`config.mk`:
```
export PLATFORM = sky130hd
export DESIGN_NAME = dshot_gcr_erpm_decoder_flat
export DESIGN_NICKNAME = d
export VERILOG_FILES = /design/src/dgd_pkg.sv /design/src/dgd_in_if.sv /design/src/dgd_out_if.sv /design/src/dgd_front.sv /design/src/dgd_queue.sv /design/src/dgd_back.sv /design/src/dshot_gcr_erpm_decoder.sv /design/src/flat_wrapper.sv
export SDC_FILE = /design/constraint.sdc
export NUM_CORES = 1
export LEC_CHECK = 0
export BUFFER_PORTS_ARGS = -buffer_cell sky130_fd_sc_hd__buf_2
export CAP_MARGIN = 15
export CORE_MARGIN = 2
export CORE_UTILIZATION = 30
export DETAILED_ROUTE_END_ITERATION = 8
export GPL_TIMING_DRIVEN = 0
export PLACE_DENSITY = 0.46
export SETUP_SLACK_MARGIN = 0.2
export SYNTH_ARGS = -nofsm -noshare
export SYNTH_HDL_FRONTEND = slang
export SYNTH_SLANG_ARGS = --single-unit
```
`constraint.sdc`:
```
create_clock -name clk -period 3.95 [get_ports clk]
set_input_delay 0.5925 -clock clk [delete_from_list [all_inputs] [get_ports clk]]
set_output_delay 0.5925 -clock clk [all_outputs]
set_load 0.01 [all_outputs]
```
`src/dgd_pkg.sv`:
```
// ----------------------------------------------------------------------------
// dgd_pkg
// Shared types, constants and the run-push helper function of the telemetry frame decoder.
// ----------------------------------------------------------------------------
package dgd_pkg;

  // Width of the capture timer; edge gaps wrap at this width.
  localparam int unsigned TIMESTAMP_BITS = 32;

  localparam int unsigned FRAME_BITS   = 21;
  localparam int unsigned CELL_TICKS   = 16;
  localparam int unsigned CELL_SHIFT   = $clog2(CELL_TICKS);
  localparam int unsigned TOTAL_SAT    = 22;
  localparam int unsigned TOTAL_BITS   = 5;
  localparam int unsigned RUN_BITS     = 5;
  localparam int unsigned ERPM_SCALE   = 1000000 * 60 / 100;
  localparam int unsigned ERPM_BITS    = 20;
  localparam int unsigned PERIOD_BITS  = 16;
  localparam int unsigned DIV_STEPS    = ERPM_BITS;
  localparam int unsigned STEP_BITS    = $clog2(DIV_STEPS);
  localparam int unsigned QUEUE_DEPTH  = 2;
  localparam int unsigned QUEUE_PTR_BITS = $clog2(QUEUE_DEPTH);

  localparam logic [11:0] STOPPED_CODE = 12'h0fff;
  localparam logic [3:0]  CHECK_OK     = 4'hf;

  // Result status codes.
  localparam logic [1:0] ST_OK       = 2'd0;
  localparam logic [1:0] ST_BITCOUNT = 2'd1;
  localparam logic [1:0] ST_CHECKSUM = 2'd2;
  localparam logic [1:0] ST_ZEROPER  = 2'd3;

  localparam logic [3:0] GCR_TABLE [32] = '{
    4'd0, 4'd0, 4'd0, 4'd0, 4'd0, 4'd0, 4'd0, 4'd0,
    4'd0, 4'd9, 4'd10, 4'd11, 4'd0, 4'd13, 4'd14, 4'd15,
    4'd0, 4'd0, 4'd2, 4'd3, 4'd0, 4'd5, 4'd6, 4'd7,
    4'd0, 4'd0, 4'd8, 4'd1, 4'd0, 4'd4, 4'd12, 4'd0
  };

  typedef logic [TIMESTAMP_BITS-1:0] stamp_t;
  typedef logic [RUN_BITS-1:0]       run_t;

  // One collected frame: the NRZI-decoded bits and how many were gathered.
  typedef struct packed {
    logic [FRAME_BITS-1:0] shift;
    logic [TOTAL_BITS-1:0] total;
  } frame_t;

  // Push a run of len cells: a one followed by len-1 zeros.
  function automatic frame_t push_run(frame_t f, run_t len);
    frame_t r;
    logic [TOTAL_BITS:0] sum;
    r = f;
    sum = {1'b0, f.total} + (TOTAL_BITS + 1)'(len);
    if (len != '0) begin
      if (len >= RUN_BITS'(FRAME_BITS)) begin
        r.shift = '0;
      end else begin
        r.shift = f.shift << len;
      end
      if (len <= RUN_BITS'(FRAME_BITS)) begin
        r.shift = r.shift | (FRAME_BITS'(1) << (len - RUN_BITS'(1)));
      end
      if (sum > (TOTAL_BITS + 1)'(TOTAL_SAT)) begin
        r.total = TOTAL_BITS'(TOTAL_SAT);
      end else begin
        r.total = sum[TOTAL_BITS-1:0];
      end
    end
    return r;
  endfunction

endpackage

```
`src/dgd_in_if.sv`:
```
// ----------------------------------------------------------------------------
// dgd_in_if
// Edge capture channel: one timer capture per transaction.
// ----------------------------------------------------------------------------
interface dgd_in_if;
  logic        valid;
  logic        ready;
  logic [31:0] edge_time;
  logic        last_edge;

  modport source (output valid, output edge_time, output last_edge, input ready);
  modport sink   (input valid, input edge_time, input last_edge, output ready);
endinterface

```
`src/dgd_out_if.sv`:
```
// ----------------------------------------------------------------------------
// dgd_out_if
// Result channel: one decoded frame per transaction.
// ----------------------------------------------------------------------------
interface dgd_out_if;
  logic        valid;
  logic        ready;
  logic [1:0]  status;
  logic [19:0] erpm_value;

  modport source (output valid, output status, output erpm_value, input ready);
  modport sink   (input valid, input status, input erpm_value, output ready);
endinterface

```
`src/dgd_front.sv`:
```
// ----------------------------------------------------------------------------
// dgd_front
// Edge collector: turns edge gaps into runs, builds the 21-bit frame and
// hands each finished frame to the queue.
// ----------------------------------------------------------------------------
module dgd_front (
  input  logic            clk,
  input  logic            rst,
  dgd_in_if.sink          edges,
  output logic            frame_valid,
  input  logic            frame_ready,
  output dgd_pkg::frame_t frame_data
);
  import dgd_pkg::*;

  localparam logic [1:0] F_IDLE = 2'd0;
  localparam logic [1:0] F_PUSH = 2'd1;
  localparam logic [1:0] F_PAD  = 2'd2;

  logic [1:0] state;
  stamp_t     previous_edge;
  frame_t     cur;
  logic       frame_started;
  run_t       run_len;
  logic       last;

  stamp_t                      stamp;
  stamp_t                      diff;
  logic [TIMESTAMP_BITS:0]     rounded;
  logic [TIMESTAMP_BITS-CELL_SHIFT:0] cells;
  run_t                        len_sat;
  frame_t                      pushed;
  frame_t                      padded;

  assign stamp   = edges.edge_time[TIMESTAMP_BITS-1:0];
  assign diff    = stamp - previous_edge;
  assign rounded = {1'b0, diff} + (TIMESTAMP_BITS + 1)'(CELL_TICKS / 2);
  assign cells   = rounded[TIMESTAMP_BITS:CELL_SHIFT];
  assign len_sat = (cells > (TIMESTAMP_BITS - CELL_SHIFT + 1)'(TOTAL_SAT))
                   ? RUN_BITS'(TOTAL_SAT) : cells[RUN_BITS-1:0];

  assign pushed = push_run(cur, run_len);

  always_comb begin
    padded = cur;
    if (cur.total < TOTAL_BITS'(FRAME_BITS)) begin
      padded = push_run(cur, RUN_BITS'(FRAME_BITS) - RUN_BITS'(cur.total));
    end
  end

  assign edges.ready = (state == F_IDLE);
  assign frame_valid = (state == F_PAD);
  assign frame_data  = padded;

  always_ff @(posedge clk) begin
    if (rst) begin
      state         <= F_IDLE;
      previous_edge <= '0;
      cur           <= '0;
      frame_started <= 1'b0;
      run_len       <= '0;
      last          <= 1'b0;
    end else begin
      case (state)
        F_IDLE: begin
          if (edges.valid) begin
            last    <= edges.last_edge;
            run_len <= '0;
            state   <= F_PUSH;
            if (!frame_started) begin
              previous_edge <= stamp;
              frame_started <= 1'b1;
              cur           <= '0;
            end else if (cur.total < TOTAL_BITS'(FRAME_BITS)) begin
              run_len       <= len_sat;
              previous_edge <= stamp;
            end
          end
        end
        F_PUSH: begin
          cur   <= pushed;
          state <= last ? F_PAD : F_IDLE;
        end
        F_PAD: begin
          if (frame_ready) begin
            cur           <= '0;
            previous_edge <= '0;
            frame_started <= 1'b0;
            state         <= F_IDLE;
          end
        end
        default: begin
          state <= F_IDLE;
        end
      endcase
    end
  end

endmodule

```
`src/dgd_queue.sv`:
```
// ----------------------------------------------------------------------------
// dgd_queue
// Two-entry frame queue between the edge collector and the frame decoder.
// ----------------------------------------------------------------------------
module dgd_queue (
  input  logic            clk,
  input  logic            rst,
  input  logic            wr_valid,
  output logic            wr_ready,
  input  dgd_pkg::frame_t wr_data,
  output logic            rd_valid,
  input  logic            rd_ready,
  output dgd_pkg::frame_t rd_data
);
  import dgd_pkg::*;

  frame_t                    entries [QUEUE_DEPTH];
  logic [QUEUE_PTR_BITS-1:0] wr_ptr;
  logic [QUEUE_PTR_BITS-1:0] rd_ptr;
  logic [QUEUE_PTR_BITS:0]   count;
  logic                      do_wr;
  logic                      do_rd;

  assign wr_ready = (count != (QUEUE_PTR_BITS + 1)'(QUEUE_DEPTH));
  assign rd_valid = (count != '0);
  assign rd_data  = entries[rd_ptr];
  assign do_wr    = wr_valid && wr_ready;
  assign do_rd    = rd_valid && rd_ready;

  always_ff @(posedge clk) begin
    if (do_wr) begin
      entries[wr_ptr] <= wr_data;
    end
  end

  always_ff @(posedge clk) begin
    if (rst) begin
      wr_ptr <= '0;
      rd_ptr <= '0;
      count  <= '0;
    end else begin
      if (do_wr) begin
        wr_ptr <= wr_ptr + QUEUE_PTR_BITS'(1);
      end
      if (do_rd) begin
        rd_ptr <= rd_ptr + QUEUE_PTR_BITS'(1);
      end
      if (do_wr && !do_rd) begin
        count <= count + (QUEUE_PTR_BITS + 1)'(1);
      end else if (do_rd && !do_wr) begin
        count <= count - (QUEUE_PTR_BITS + 1)'(1);
      end
    end
  end

endmodule

```
`src/dgd_back.sv`:
```
// ----------------------------------------------------------------------------
// dgd_back
// Frame decoder: GCR groups to nibbles, checksum, period, and a bit-serial
// division that gives the rounded eRPM value.
// ----------------------------------------------------------------------------
module dgd_back (
  input  logic            clk,
  input  logic            rst,
  input  logic            frame_valid,
  output logic            frame_ready,
  input  dgd_pkg::frame_t frame_data,
  dgd_out_if.source       result
);
  import dgd_pkg::*;

  localparam logic [1:0] B_IDLE = 2'd0;
  localparam logic [1:0] B_DIV  = 2'd1;
  localparam logic [1:0] B_OUT  = 2'd2;

  logic [1:0]             state;
  logic [1:0]             status;
  logic [ERPM_BITS-1:0]   quo;
  logic [PERIOD_BITS-1:0] rem;
  logic [PERIOD_BITS-1:0] divisor;
  logic [STEP_BITS-1:0]   step;

  logic [15:0]            word;
  logic [3:0]             check;
  logic [11:0]            code;
  logic [PERIOD_BITS-1:0] period;
  logic [1:0]             status_next;
  logic                   run_div;
  logic [PERIOD_BITS:0]   trial;
  logic                   fits;

  assign word = {GCR_TABLE[frame_data.shift[19:15]], GCR_TABLE[frame_data.shift[14:10]],
                 GCR_TABLE[frame_data.shift[9:5]],   GCR_TABLE[frame_data.shift[4:0]]};
  assign check  = word[3:0] ^ word[7:4] ^ word[11:8] ^ word[15:12];
  assign code   = word[15:4];
  assign period = PERIOD_BITS'(code[8:0]) << code[11:9];

  always_comb begin
    status_next = ST_OK;
    run_div     = 1'b0;
    if (frame_data.total != TOTAL_BITS'(FRAME_BITS)) begin
      status_next = ST_BITCOUNT;
    end else if (check != CHECK_OK) begin
      status_next = ST_CHECKSUM;
    end else if (code == STOPPED_CODE) begin
      status_next = ST_OK;
    end else if (period == '0) begin
      status_next = ST_ZEROPER;
    end else begin
      run_div = 1'b1;
    end
  end

  // Restoring division, one quotient bit per cycle; the dividend shifts out
  // of quo while the quotient shifts in.
  assign trial = {rem, quo[ERPM_BITS-1]};
  assign fits  = (trial >= {1'b0, divisor});

  assign frame_ready       = (state == B_IDLE);
  assign result.valid      = (state == B_OUT);
  assign result.status     = status;
  assign result.erpm_value = quo;

  always_ff @(posedge clk) begin
    if (rst) begin
      state   <= B_IDLE;
      status  <= ST_OK;
      quo     <= '0;
      rem     <= '0;
      divisor <= '0;
      step    <= '0;
    end else begin
      case (state)
        B_IDLE: begin
          if (frame_valid) begin
            status  <= status_next;
            divisor <= period;
            rem     <= '0;
            step    <= '0;
            if (run_div) begin
              quo   <= ERPM_BITS'(ERPM_SCALE) + ERPM_BITS'(period >> 1);
              state <= B_DIV;
            end else begin
              quo   <= '0;
              state <= B_OUT;
            end
          end
        end
        B_DIV: begin
          rem  <= fits ? PERIOD_BITS'(trial - {1'b0, divisor}) : trial[PERIOD_BITS-1:0];
          quo  <= {quo[ERPM_BITS-2:0], fits};
          step <= step + STEP_BITS'(1);
          if (step == STEP_BITS'(DIV_STEPS - 1)) begin
            state <= B_OUT;
          end
        end
        B_OUT: begin
          if (result.ready) begin
            state <= B_IDLE;
          end
        end
        default: begin
          state <= B_IDLE;
        end
      endcase
    end
  end

`ifndef NO_ASSERTIONS
  a_err_zero: assert property (@(posedge clk) disable iff (rst)
    (result.valid && (status != ST_OK)) |-> (quo == '0))
    else $error("error status delivered with a nonzero value");

  a_range: assert property (@(posedge clk) disable iff (rst)
    result.valid |-> (quo <= ERPM_BITS'(ERPM_SCALE)))
    else $error("eRPM value above the scale");

  a_div_nonzero: assert property (@(posedge clk) disable iff (rst)
    (state == B_DIV) |-> ((divisor != '0) && (status == ST_OK)))
    else $error("division started on a zero period or an error frame");
`endif

endmodule

```
`src/dshot_gcr_erpm_decoder.sv`:
```
// ----------------------------------------------------------------------------
// dshot_gcr_erpm_decoder
// Telemetry frame decoder: edge captures in, status and eRPM value out.
// Each edge transaction is accepted, then its run is pushed, before the next edge is
// taken; after the final edge of a frame the finished frame must also enter the queue.
// Error and stopped frames skip the bit-serial divider; the decoder works on one
// frame while the collector gathers the next.
// Synchronous reset clears all control state.
// ----------------------------------------------------------------------------
module dshot_gcr_erpm_decoder (
  input  logic       clk,
  input  logic       rst,
  dgd_in_if.sink     edges,
  dgd_out_if.source  result
);
  import dgd_pkg::*;

  logic   front_valid;
  logic   front_ready;
  frame_t front_data;
  logic   back_valid;
  logic   back_ready;
  frame_t back_data;

  dgd_front u_front (
    .clk         (clk),
    .rst         (rst),
    .edges       (edges),
    .frame_valid (front_valid),
    .frame_ready (front_ready),
    .frame_data  (front_data)
  );

  dgd_queue u_queue (
    .clk      (clk),
    .rst      (rst),
    .wr_valid (front_valid),
    .wr_ready (front_ready),
    .wr_data  (front_data),
    .rd_valid (back_valid),
    .rd_ready (back_ready),
    .rd_data  (back_data)
  );

  dgd_back u_back (
    .clk         (clk),
    .rst         (rst),
    .frame_valid (back_valid),
    .frame_ready (back_ready),
    .frame_data  (back_data),
    .result      (result)
  );

endmodule

```
`src/flat_wrapper.sv`:
```
// flat-port wrapper written by rule: the top's interface ports become plain ports
module dshot_gcr_erpm_decoder_flat import dgd_pkg::*;
  (clk, rst, edges_valid, edges_edge_time, edges_last_edge, edges_ready, result_valid, result_status, result_erpm_value, result_ready);
  dgd_in_if edges_i ();
  dgd_out_if result_i ();
  input  logic clk;
  input  logic rst;
  input wire logic [$bits(edges_i.valid)-1:0] edges_valid;
  input wire logic [$bits(edges_i.edge_time)-1:0] edges_edge_time;
  input wire logic [$bits(edges_i.last_edge)-1:0] edges_last_edge;
  output wire logic [$bits(edges_i.ready)-1:0] edges_ready;
  output wire logic [$bits(result_i.valid)-1:0] result_valid;
  output wire logic [$bits(result_i.status)-1:0] result_status;
  output wire logic [$bits(result_i.erpm_value)-1:0] result_erpm_value;
  input wire logic [$bits(result_i.ready)-1:0] result_ready;
  assign edges_i.valid = edges_valid;
  assign edges_i.edge_time = edges_edge_time;
  assign edges_i.last_edge = edges_last_edge;
  assign edges_ready = edges_i.ready;
  assign result_valid = result_i.valid;
  assign result_status = result_i.status;
  assign result_erpm_value = result_i.erpm_value;
  assign result_i.ready = result_ready;
  dshot_gcr_erpm_decoder u_core (.clk(clk), .rst(rst), .edges(edges_i), .result(result_i));
endmodule
```
==> results of run 1 <==
==> kinds of logic (layout without fill, tap and decap cells) <==
family | count (synthesis) | count (layout) | share of synthesized area
AO/OA/AOI/OAI | 533 | 533 | 0.254
AND/OR/NAND/NOR | 633 | 633 | 0.209
buffers and inverters | 191 | 365 | 0.0530
multiplexers | 94 | 94 | 0.0753
adder cells (fa/ha/maj) | 79 | 79 | 0.0712
XOR/XNOR | 69 | 69 | 0.0439
flip-flops | 182 | 182 | 0.294
==> repair_timing <==
item,CTS,global route
cloned,0,1
setup buffers,43,39
setup endpoints to repair,98,56
gates resized for setup,111,100
pin swaps,38,40
==> synth_stat cells (all sizes together) (21+ instances only) <==
cell type / number
dfxtp: 132
nor2: 223
a21oi: 156
xor2: 21
clkbuf: 78
inv: 93
nand2: 203
a22oi: 65
nand3: 46
mux2i: 67
a21o: 24
nor3: 26
nor2b: 23
xnor2: 48
ha: 77
edfxtp: 50
o21ai: 87
a211oi: 37
a31oi: 21
==> tightest hold or removal path, cell delays in order <==
cell and delay, ns:
buf_2 0.09, a22oi_1 0.07, nor2_1 0.07
==> flip-flops by register name (all words and copies together), names as in the netlist, 5 cells and up, named ones only <==
signal                           cells
u_core.u_back.step                   5
u_core.u_front.previous_edge        32
u_core.u_front.run_len               5
u_core.u_back.result.erpm_value     20
u_core.u_queue.entries              50
u_core.u_back.rem                   16
u_core.u_back.divisor               16
u_core.u_front.cur                  25
==> power groups by stage <==
stage               combinational (mW)  clock, mW  sequential (mW)
floorplan                         1.83          0             2.06
global placement                  2.42          0             2.08
detailed placement                2.42          0             2.08
CTS                               2.71       1.90             2.04
global route                      3.28       1.96             2.05
finish                            2.98       1.84             2.04
==> metal layers <==
layer | global-route usage | wire, um | vias up
met1 | 0.248 | 21700 | 6569
met3 | 0.0338 | 1700 | 52
met4 | 0.0596 | 850 | 0
li1 | - | - | 6793
met5 | 0 | 0 | -
met2 | 0.314 | 22100 | 293
==> stage by stage <==
step | TNS, ns | total power, mW
floorplan | 0 | 3.90
global placement | -34.30 | 4.49
detailed placement | -33.80 | 4.50
CTS | -0.00842 | 6.64
global route | -0.429 | 7.28
finish | 0 | 6.86
==> layout make-up <==
class | instances | area, um2 | share of cell area
Buffer | 94 | 472 | 0.0269
Clock buffer | 20 | 468 | 0.0267
Clock inverter | 12 | 151 | 0.00864
Inverter | 94 | 355 | 0.0203
Multi-Input combinational cell | 1408 | 10200 | 0.580
Sequential cell | 182 | 4150 | 0.237
Tap cell | 607 | 759 | 0.0433
Timing Repair Buffer | 145 | 1010 | 0.0575
==> worst min path at each step <==
stage,start,endpoint,slack [ns],cells after the start
6_report,edges_edge_time[24],u_core.u_front.previous_edge[24],0.36,3
5_1_grt,edges_edge_time[5],u_core.u_front.previous_edge[5],0.35,3
4_1_cts,edges_edge_time[24],u_core.u_front.previous_edge[24],0.32,3
3_5_place_dp,u_core.u_front.previous_edge[4],u_core.u_front.previous_edge[4],0.44,2
3_3_place_gp,u_core.u_front.previous_edge[7],u_core.u_front.previous_edge[7],0.44,2
2_1_floorplan,u_core.u_front.previous_edge[1],u_core.u_front.previous_edge[1],0.43,2
==> impl_metrics.tcl, run 1 <==
set metrics [dict create \
    status "finished clean" \
    rows 79 \
    postRouteAntennaNets 0 \
    drtIter0Drc 811 \
    p_int_mw 4.20 \
    cts_tree "yes" \
    async_reset_ff_frac 0 \
    die_y_um 221 \
    final.min_clock_period_ns 3.89 \
    ios 61 \
    setup_slack_ns 0.0577 \
    p_switching_mw 2.65 \
    max_freq_mhz 257 \
    clockPowerShare 0.268 \
    clk_pin_slew_ns 0.07 \
    combPwrFrac 0.435 \
    crit_family "simple AND/OR/NAND/NOR gates" \
    p_per_area_nw_per_um2 391 \
    antenna_found_initial 0 \
    worstSetupStartpoint "u_core.u_front.previous_edge[5]" \
    slew_violations 0 \
    tightest_slew_ns 1.13 \
    area_growth_pct 24.4 \
    start_util 0.303 \
    cts_sinks 182 \
    worstPathCellList "inv_1 -> ha_1 -> buf_6 -> nand2_1 -> or4_4 -> buf_4 -> nand2_2 -> xor2_4 -> nand3b_1 -> buf_6 -> or4_1 -> o21ai_0 -> a21oi_1 -> or3_1 -> a211oi_4 -> a41oi_2" \
    layout.cells.non_filler 2562 \
    worst-path-buf-inv 4 \
    portBuffers 60 \
    start_kind "flip-flop" \
    swShare 0.387 \
    final-setup-viol-count 0 \
    max_stage_delay_ns 0.53 \
    hold_slack_ns 0.356 \
    ctsHtreeMaxLevel 4 \
    reg2reg_slack_ns 0.06 \
    drcViolationCount 0 \
    clkLatencyLatePin_ns 0.50 \
    synth_top_area_share 0.187 \
    path_max_fanout 7 \
    dp.cells 2450 \
    slew_headroom 0.246 \
    antenna_cells 0 \
    synth_ff_type "dfxtp_1" \
    crit_required_ns 4.32 \
    synth_edf_count 50 \
    core_um2 46500 \
    cts_root_buf "clkbuf_16" \
    hold_violations 0 \
    cts_buffers 17 \
    syn_area_per_cell_um2 7.91 \
    synth_top_cell_by_area "dfxtp_1" \
    cp-end-kind "flip-flop" \
    hold_buffers 0 \
    grt_setup_unrepaired "true" \
    grt_pass1_wl_um 71900 \
    pre_cts_ws_ns -0.845 \
    yosysWarningCount 0 \
    wl_per_cell_um 18.1 \
    seqPwrFrac 0.297 \
    p_leak_nw 6.35 \
    timing.final.crit_share 0.985 \
    syn-cell-area_um2 14100 \
    cts.path.max_buffers 2 \
    worstSetupPathType "flip-flop to flip-flop" \
    vias_per_cell 5.35 \
    final.setup_skew_ns 0.0151 \
    ys_types 102 \
    path_depth 16 \
    drive_gt1_frac 0.205 \
    dieWidth_um 221 \
    vias 13700 \
    rr_endpoint "u_core.u_front.run_len[2]" \
    fin_util 0.377 \
    firstDrtPassIters 5 \
    synth_nets 1897 \
    grt_max_degree 20 \
    hpwl_um 35300 \
    final_area_um2 17500 \
    r2r-start "u_core.u_front.previous_edge[5]" \
    fp.dieArea_um2 48700 \
    wl_um 46300 \
    peakVddDrop_v 0.000265 \
    cp-endpoint "u_core.u_front.run_len[2]" \
    cp_common_cell "buf_6" \
    placed_area_um2 15400 \
    syn_inst 1781 \
    yosysSeqAreaShare 0.294 \
    min_path_type "input port to flip-flop" \
    cp_slowest_cell "or4_4" \
    grt_pass1_vias 13000 \
    final_cell_mix "215 x nor2_1, 197 x nand2_1, 144 x a21oi_1" \
    grt.total_usage 0.189 \
    synthTopCellsByArea "dfxtp_1 19%, edfxtp_1 11%, ha_1 6.8%" \
    ys_ff_latch 182 \
    fill_cells 4857 \
    gp_congestion 0.909 \
    cp.arrival_ns 4.26 \
    fin_nets 2058 \
    maxCapViolations 0 \
    overflow 0 \
    final_common_cell "nor2_1" \
    reg2reg_depth 16 \
]
No activity file was read; power rests on OpenSTA's default activity.
==> run 2, diff against run 1 <==
CORE_ASPECT_RATIO = 0.75   (was unset)
==> run 2 against run 1 <==
Utilization up 0.11 points. Combinational power is 2% higher. Sequential power barely moved. Total power shrank 0.43%. Flip-flop and latch count unchanged. Clock-buffer cell count down 2. Largest cell class unchanged. Largest power group unchanged. Highest routed layer unchanged.
==> impl_metrics.tcl, run 2 (synthesis gave the netlist of run 1 again) <==
set metrics [dict create \
    final_common_cell "nor2_1" \
    fin_nets 2049 \
    top_regs "u_core.u_queue.entries (50), u_core.u_front.previous_edge (32), u_core.u_front.cur (25)" \
    cts_root_buf "clkbuf_16" \
    grt_pass1_vias 13100 \
    reg2reg_depth 14 \
    tightest_slew_ns 1.15 \
    maxCapViolations 0 \
    wl_um 46900 \
    max_freq_mhz 253 \
    ios 61 \
    firstDrtPassIters 7 \
    clockPowerShare 0.257 \
    p_leak_nw 6.26 \
    grt.total_usage 0.192 \
    overflow 0 \
    path_max_fanout 5 \
    final-setup-viol-count 0 \
    seqPwrFrac 0.299 \
    crit_required_ns 4.27 \
    hp-start "edges_last_edge" \
    rows 68 \
    slew_violations 0 \
    final.setup_skew_ns 0.0156 \
    core_um2 46200 \
    area_growth_pct 24.0 \
    portBuffers 60 \
    slew_headroom 0.233 \
    clkLatencyLatePin_ns 0.47 \
    cts.path.max_buffers 2 \
    final_area_um2 17500 \
    min_path_type "input port to flip-flop" \
    vias_per_cell 5.39 \
    grt_setup_unrepaired "true" \
    cts_buffers 17 \
    vias 13900 \
    p_switching_mw 2.69 \
    fp.dieArea_um2 48800 \
    r2r-start "u_core.u_front.previous_edge[2]" \
    postRouteAntennaNets 0 \
    gp_congestion 0.905 \
    worstSetupPathType "flip-flop to flip-flop" \
    drive_gt1_frac 0.201 \
    die_y_um 192 \
    timing.final.crit_share 1.00 \
    rr_endpoint "u_core.u_front.run_len[2]" \
    clk_pin_slew_ns 0.07 \
    hold_buffers 0 \
    swShare 0.395 \
    dieWidth_um 254 \
    cp-end-kind "flip-flop" \
    peakVddDrop_v 0.000285 \
    cts_tree "yes" \
    final_cell_mix "216 x nor2_1, 198 x nand2_1, 142 x a21oi_1" \
    grt_max_degree 19 \
    ctsHtreeMaxLevel 4 \
    p_int_mw 4.13 \
    hpwl_um 35000 \
    min_to "u_core.u_front.last" \
    drtIter0Drc 1190 \
    status "finished clean" \
    final.min_clock_period_ns 3.95 \
    fill_cells 4818 \
    combPwrFrac 0.445 \
    antenna_found_initial 1 \
    antenna_cells 0 \
    reg2reg_slack_ns 0.00005 \
    start_kind "flip-flop" \
    setup_tns_ns 0 \
    grt_pass1_wl_um 73600 \
    power_mw 6.83 \
    fin_util 0.378 \
    start_util 0.305 \
    drcViolationCount 0 \
    whs_path_depth 3 \
    p_per_area_nw_per_um2 390 \
    cp.arrival_ns 4.27 \
    largest_register_ffs 50 \
    largest-register "u_core.u_queue.entries" \
    placed_area_um2 15400 \
    worstSetupStartpoint "u_core.u_front.previous_edge[2]" \
    wl_per_cell_um 18.2 \
    cts_sinks 182 \
    hold_violations 0 \
]
run 2: per-layer routing:
metal,global-route usage,up-vias,share of wire
met5,0,-,0
met4,0.0455,0,0.013
met3,0.0301,45,0.060
met2,0.279,400,0.42
met1,0.291,6658,0.51
li1,-,6792,-
run 2: how the worst max path moves through the flow:
stage,to,depth (start not counted),slack [ns]
2_1_floorplan,u_core.u_front.run_len[0],13,0.16
3_3_place_gp,u_core.u_back.result.erpm_value[8],17,-0.78
3_5_place_dp,u_core.u_back.result.erpm_value[6],17,-0.83
4_1_cts,u_core.u_front.run_len[0],15,0.04
5_1_grt,u_core.u_front.run_len[3],14,-0.18
6_report,u_core.u_front.run_len[2],14,0.00005
run 2: through the flow:
step	std cells	hold slack, ns	setup WS [ns]
after floorplan	1781	0.432	0.162
after global placement	2471	0.438	-0.781
after detailed placement	2473	0.447	-0.828
after CTS	2556	0.363	0.0356
after global routing	2576	0.374	-0.176
final	2576	0.387	0.0000511
run 2: final cells by class:
| type | instances | area [um2] | area share |
|---|---|---|---|
| Sequential cell | 182 | 4150 | 0.238 |
| Multi-Input combinational cell | 1408 | 10200 | 0.584 |
| Timing Repair Buffer | 134 | 927 | 0.0530 |
| Clock inverter | 14 | 138 | 0.00787 |
| Tap cell | 630 | 788 | 0.0451 |
| Inverter | 94 | 354 | 0.0203 |
| Clock buffer | 18 | 429 | 0.0245 |
| Buffer | 96 | 483 | 0.0276 |
run 2: power by group through the flow:
| stage | sequential [mW] | clock, mW | combinational, mW |
|---|---|---|---|
| after floorplan | 2.06 | 0 | 1.83 |
| after global placement | 2.08 | 0 | 2.42 |
| after detailed placement | 2.08 | 0 | 2.42 |
| after CTS | 2.04 | 1.81 | 2.78 |
| after global routing | 2.05 | 1.87 | 3.31 |
| final | 2.04 | 1.75 | 3.04 |
run 2: critical path: stages, from the launching register on:
cell and delay, ns:
dfxtp_2 0.34, inv_2 0.04, ha_4 0.23, a21o_1 0.19, a31o_4 0.25, a211o_4 0.38, a2111oi_4 0.43, nor3_2 0.08
buf_4 0.14, nor2b_2 0.17, nor2_1 0.11, or4b_1 0.47, or4_4 0.50, a211oi_4 0.32, a41oi_2 0.17
run 2: what timing repair did:
action / CTS / global route
resized for setup: 131 / 87
cloned: 0 / 1
setup endpoints to repair: 99 / 55
pin swaps: 36 / 28
buffers inserted: 52 / 19
==> run 3, diff against run 2 <==
CORE_MARGIN = unset   (was 2)
SLEW_MARGIN = 20   (was unset)
==> run 3 against run 2 <==
Combinational power down 2%. Final area about the same. Utilization about the same. Die area fell by 1.8%. Clock power barely moved. Critical path depth up 2. Non-clock buffer count shrank 4. Fmax up 2.1%. Clock skew fell by 0.0039 ns. Highest routed layer unchanged.
==> impl_metrics.tcl, run 3 (synthesis gave the netlist of run 1 again) <==
set metrics [dict create \
    clkLatencyLatePin_ns 0.47 \
    drtIter0Drc 1209 \
    final_common_cell "nor2_1" \
    largest-register "u_core.u_queue.entries" \
    worst-path-buf-inv 3 \
    hpwl_um 35100 \
    cts_root_buf "clkbuf_16" \
    grt_setup_unrepaired "true" \
    wl_per_cell_um 18.1 \
    ios 61 \
    power_mw 6.80 \
    reg2reg_slack_ns 0.08 \
    postRouteAntennaNets 0 \
    peakVddDrop_v 0.000308 \
    fp.dieArea_um2 47900 \
    path_max_fanout 8 \
    worstSetupPathType "flip-flop to flip-flop" \
    die_y_um 190 \
    vias_per_cell 5.37 \
    min_path_type "input port to flip-flop" \
    tightest_slew_ns 0.935 \
    area_growth_pct 24.2 \
    rows 68 \
    reg2reg_depth 16 \
    grt_max_degree 26 \
    hold_buffers 0 \
    antenna_cells 0 \
    top_regs "u_core.u_queue.entries (50), u_core.u_front.previous_edge (32), u_core.u_front.cur (25)" \
    vias 13800 \
    start_kind "flip-flop" \
    fin_nets 2045 \
    crit_required_ns 4.34 \
    largest_register_ffs 50 \
    crit_family "simple AND/OR/NAND/NOR gates" \
    whs_path_depth 3 \
    gp_congestion 0.915 \
    dp.cells 2472 \
    p_per_area_nw_per_um2 389 \
    p_leak_nw 6.24 \
    start_util 0.305 \
    ctsHtreeMaxLevel 4 \
    cp_slowest_cell "or4b_4" \
    r2r-start "u_core.u_front.previous_edge[6]" \
    layout.cells.non_filler 2572 \
    maxCapViolations 0 \
    min_to "u_core.u_front.previous_edge[0]" \
    grt_pass1_vias 12700 \
    portBuffers 60 \
    core_um2 46200 \
    drcViolationCount 0 \
    cts_buffers 17 \
    final.min_clock_period_ns 3.87 \
    grt_pass1_wl_um 72600 \
    rr_endpoint "u_core.u_front.run_len[0]" \
    max_stage_delay_ns 0.51 \
    hold_violations 0 \
    worstPathCellList "inv_1 -> ha_1 -> buf_6 -> o211ai_1 -> buf_4 -> a211oi_4 -> and3_4 -> a21oi_4 -> xnor2_4 -> o211ai_1 -> nor4_2 -> mux2_2 -> or4b_4 -> a211oi_4 -> nand4_1 -> a21oi_2" \
    drive_gt1_frac 0.201 \
    timing.final.crit_share 0.980 \
    firstDrtPassIters 6 \
    final_cell_mix "215 x nor2_1, 196 x nand2_1, 143 x a21oi_1" \
    clk_pin_slew_ns 0.07 \
    cts_tree "yes" \
    cts_sinks 182 \
    status "finished clean" \
    final-setup-viol-count 0 \
    antenna_found_initial 0 \
    overflow 0 \
    hp-start "edges_edge_time[0]" \
    final.setup_skew_ns 0.0117 \
    cts.path.max_buffers 2 \
    slew_violations 0 \
    grt.total_usage 0.192 \
    cp.arrival_ns 4.26 \
    max_freq_mhz 258 \
    cp-end-kind "flip-flop" \
    slew_headroom 0.372 \
    dieWidth_um 252 \
    wl_um 46500 \
]
## run 3: cell count changes in the layout (fill, tap and decap cells not counted), sizes merged
cell,before,now
clkinvlp,3,0
buf,154,153
clkbuf,94,95
inv,100,99
## run 3: power by group
part / leakage [nW] / internal, mW / switching [mW] / total, mW
combinational: 4.46 / 1.26 / 1.74 / 2.99
clock: 0.291 / 0.942 / 0.825 / 1.77
sequential: 1.49 / 1.98 / 0.0562 / 2.04
total: 6.24 / 4.18 / 2.62 / 6.80
## run 3: area by class of cell
class	count	area, um2
well taps	630	788
plain buffers	96	468
repair buffers	130	897
clock buffers	22	475
multi-input cells	1408	10300
fillers	4764	28700
inverters	94	354
flip-flops and latches	182	4150
clock inverters	10	110
## run 3: worst min-delay path, stage by stage
cell and delay, ns:
buf_2 0.11, nand3_1 0.06, a21oi_1 0.06
## run 3: worst max-delay path by stage
stage	start	endpoint	cells after the start
global placement	flip-flop	u_core.u_back.result.erpm_value[6]	17
floorplan	edges_edge_time[2]	u_core.u_front.run_len[0]	13
finish	u_core.u_front.previous_edge[6]	u_core.u_front.run_len[0]	16
CTS	u_core.u_front.previous_edge[2]	u_core.u_front.run_len[0]	14
global route	u_core.u_front.previous_edge[16]	u_core.u_front.run_len[0]	15
detailed placement	flip-flop	u_core.u_back.result.erpm_value[6]	17
## run 3: per-stage QoR
step / setup TNS [ns] / worst slack, ns / util / hold WS (ns) / area [um2]
after floorplan: 0 / 0.162 / - / 0.432 / 14200
after CTS: 0 / 0.0438 / 0.362 / 0.371 / 16700
final: 0 / 0.0796 / 0.379 / 0.399 / 17500
after detailed placement: -32.69 / -0.785 / 0.333 / 0.444 / 15400
after global routing: -0.104 / -0.0645 / 0.379 / 0.383 / 17500
after global placement: -32.75 / -0.757 / 0.332 / 0.439 / 15300
## run 3: metal layers
| layer | track usage | wire length [um] | vias to the layer above |
|---|---|---|---|
| li1 | - | - | 6790 |
| met1 | 0.290 | 24100 | 6595 |
| met2 | 0.286 | 19500 | 395 |
| met3 | 0.0337 | 2410 | 40 |
| met4 | 0.0331 | 505 | 0 |
| met5 | 0 | 0 | - |
## run 3: repair_timing
action | 4_1_cts | 5_1_grt
resized for setup | 106 | 115
endpoints found under the setup margin | 105 | 53
buffers inserted | 35 | 32
pin swaps | 38 | 51
gates cloned | 0 | 1
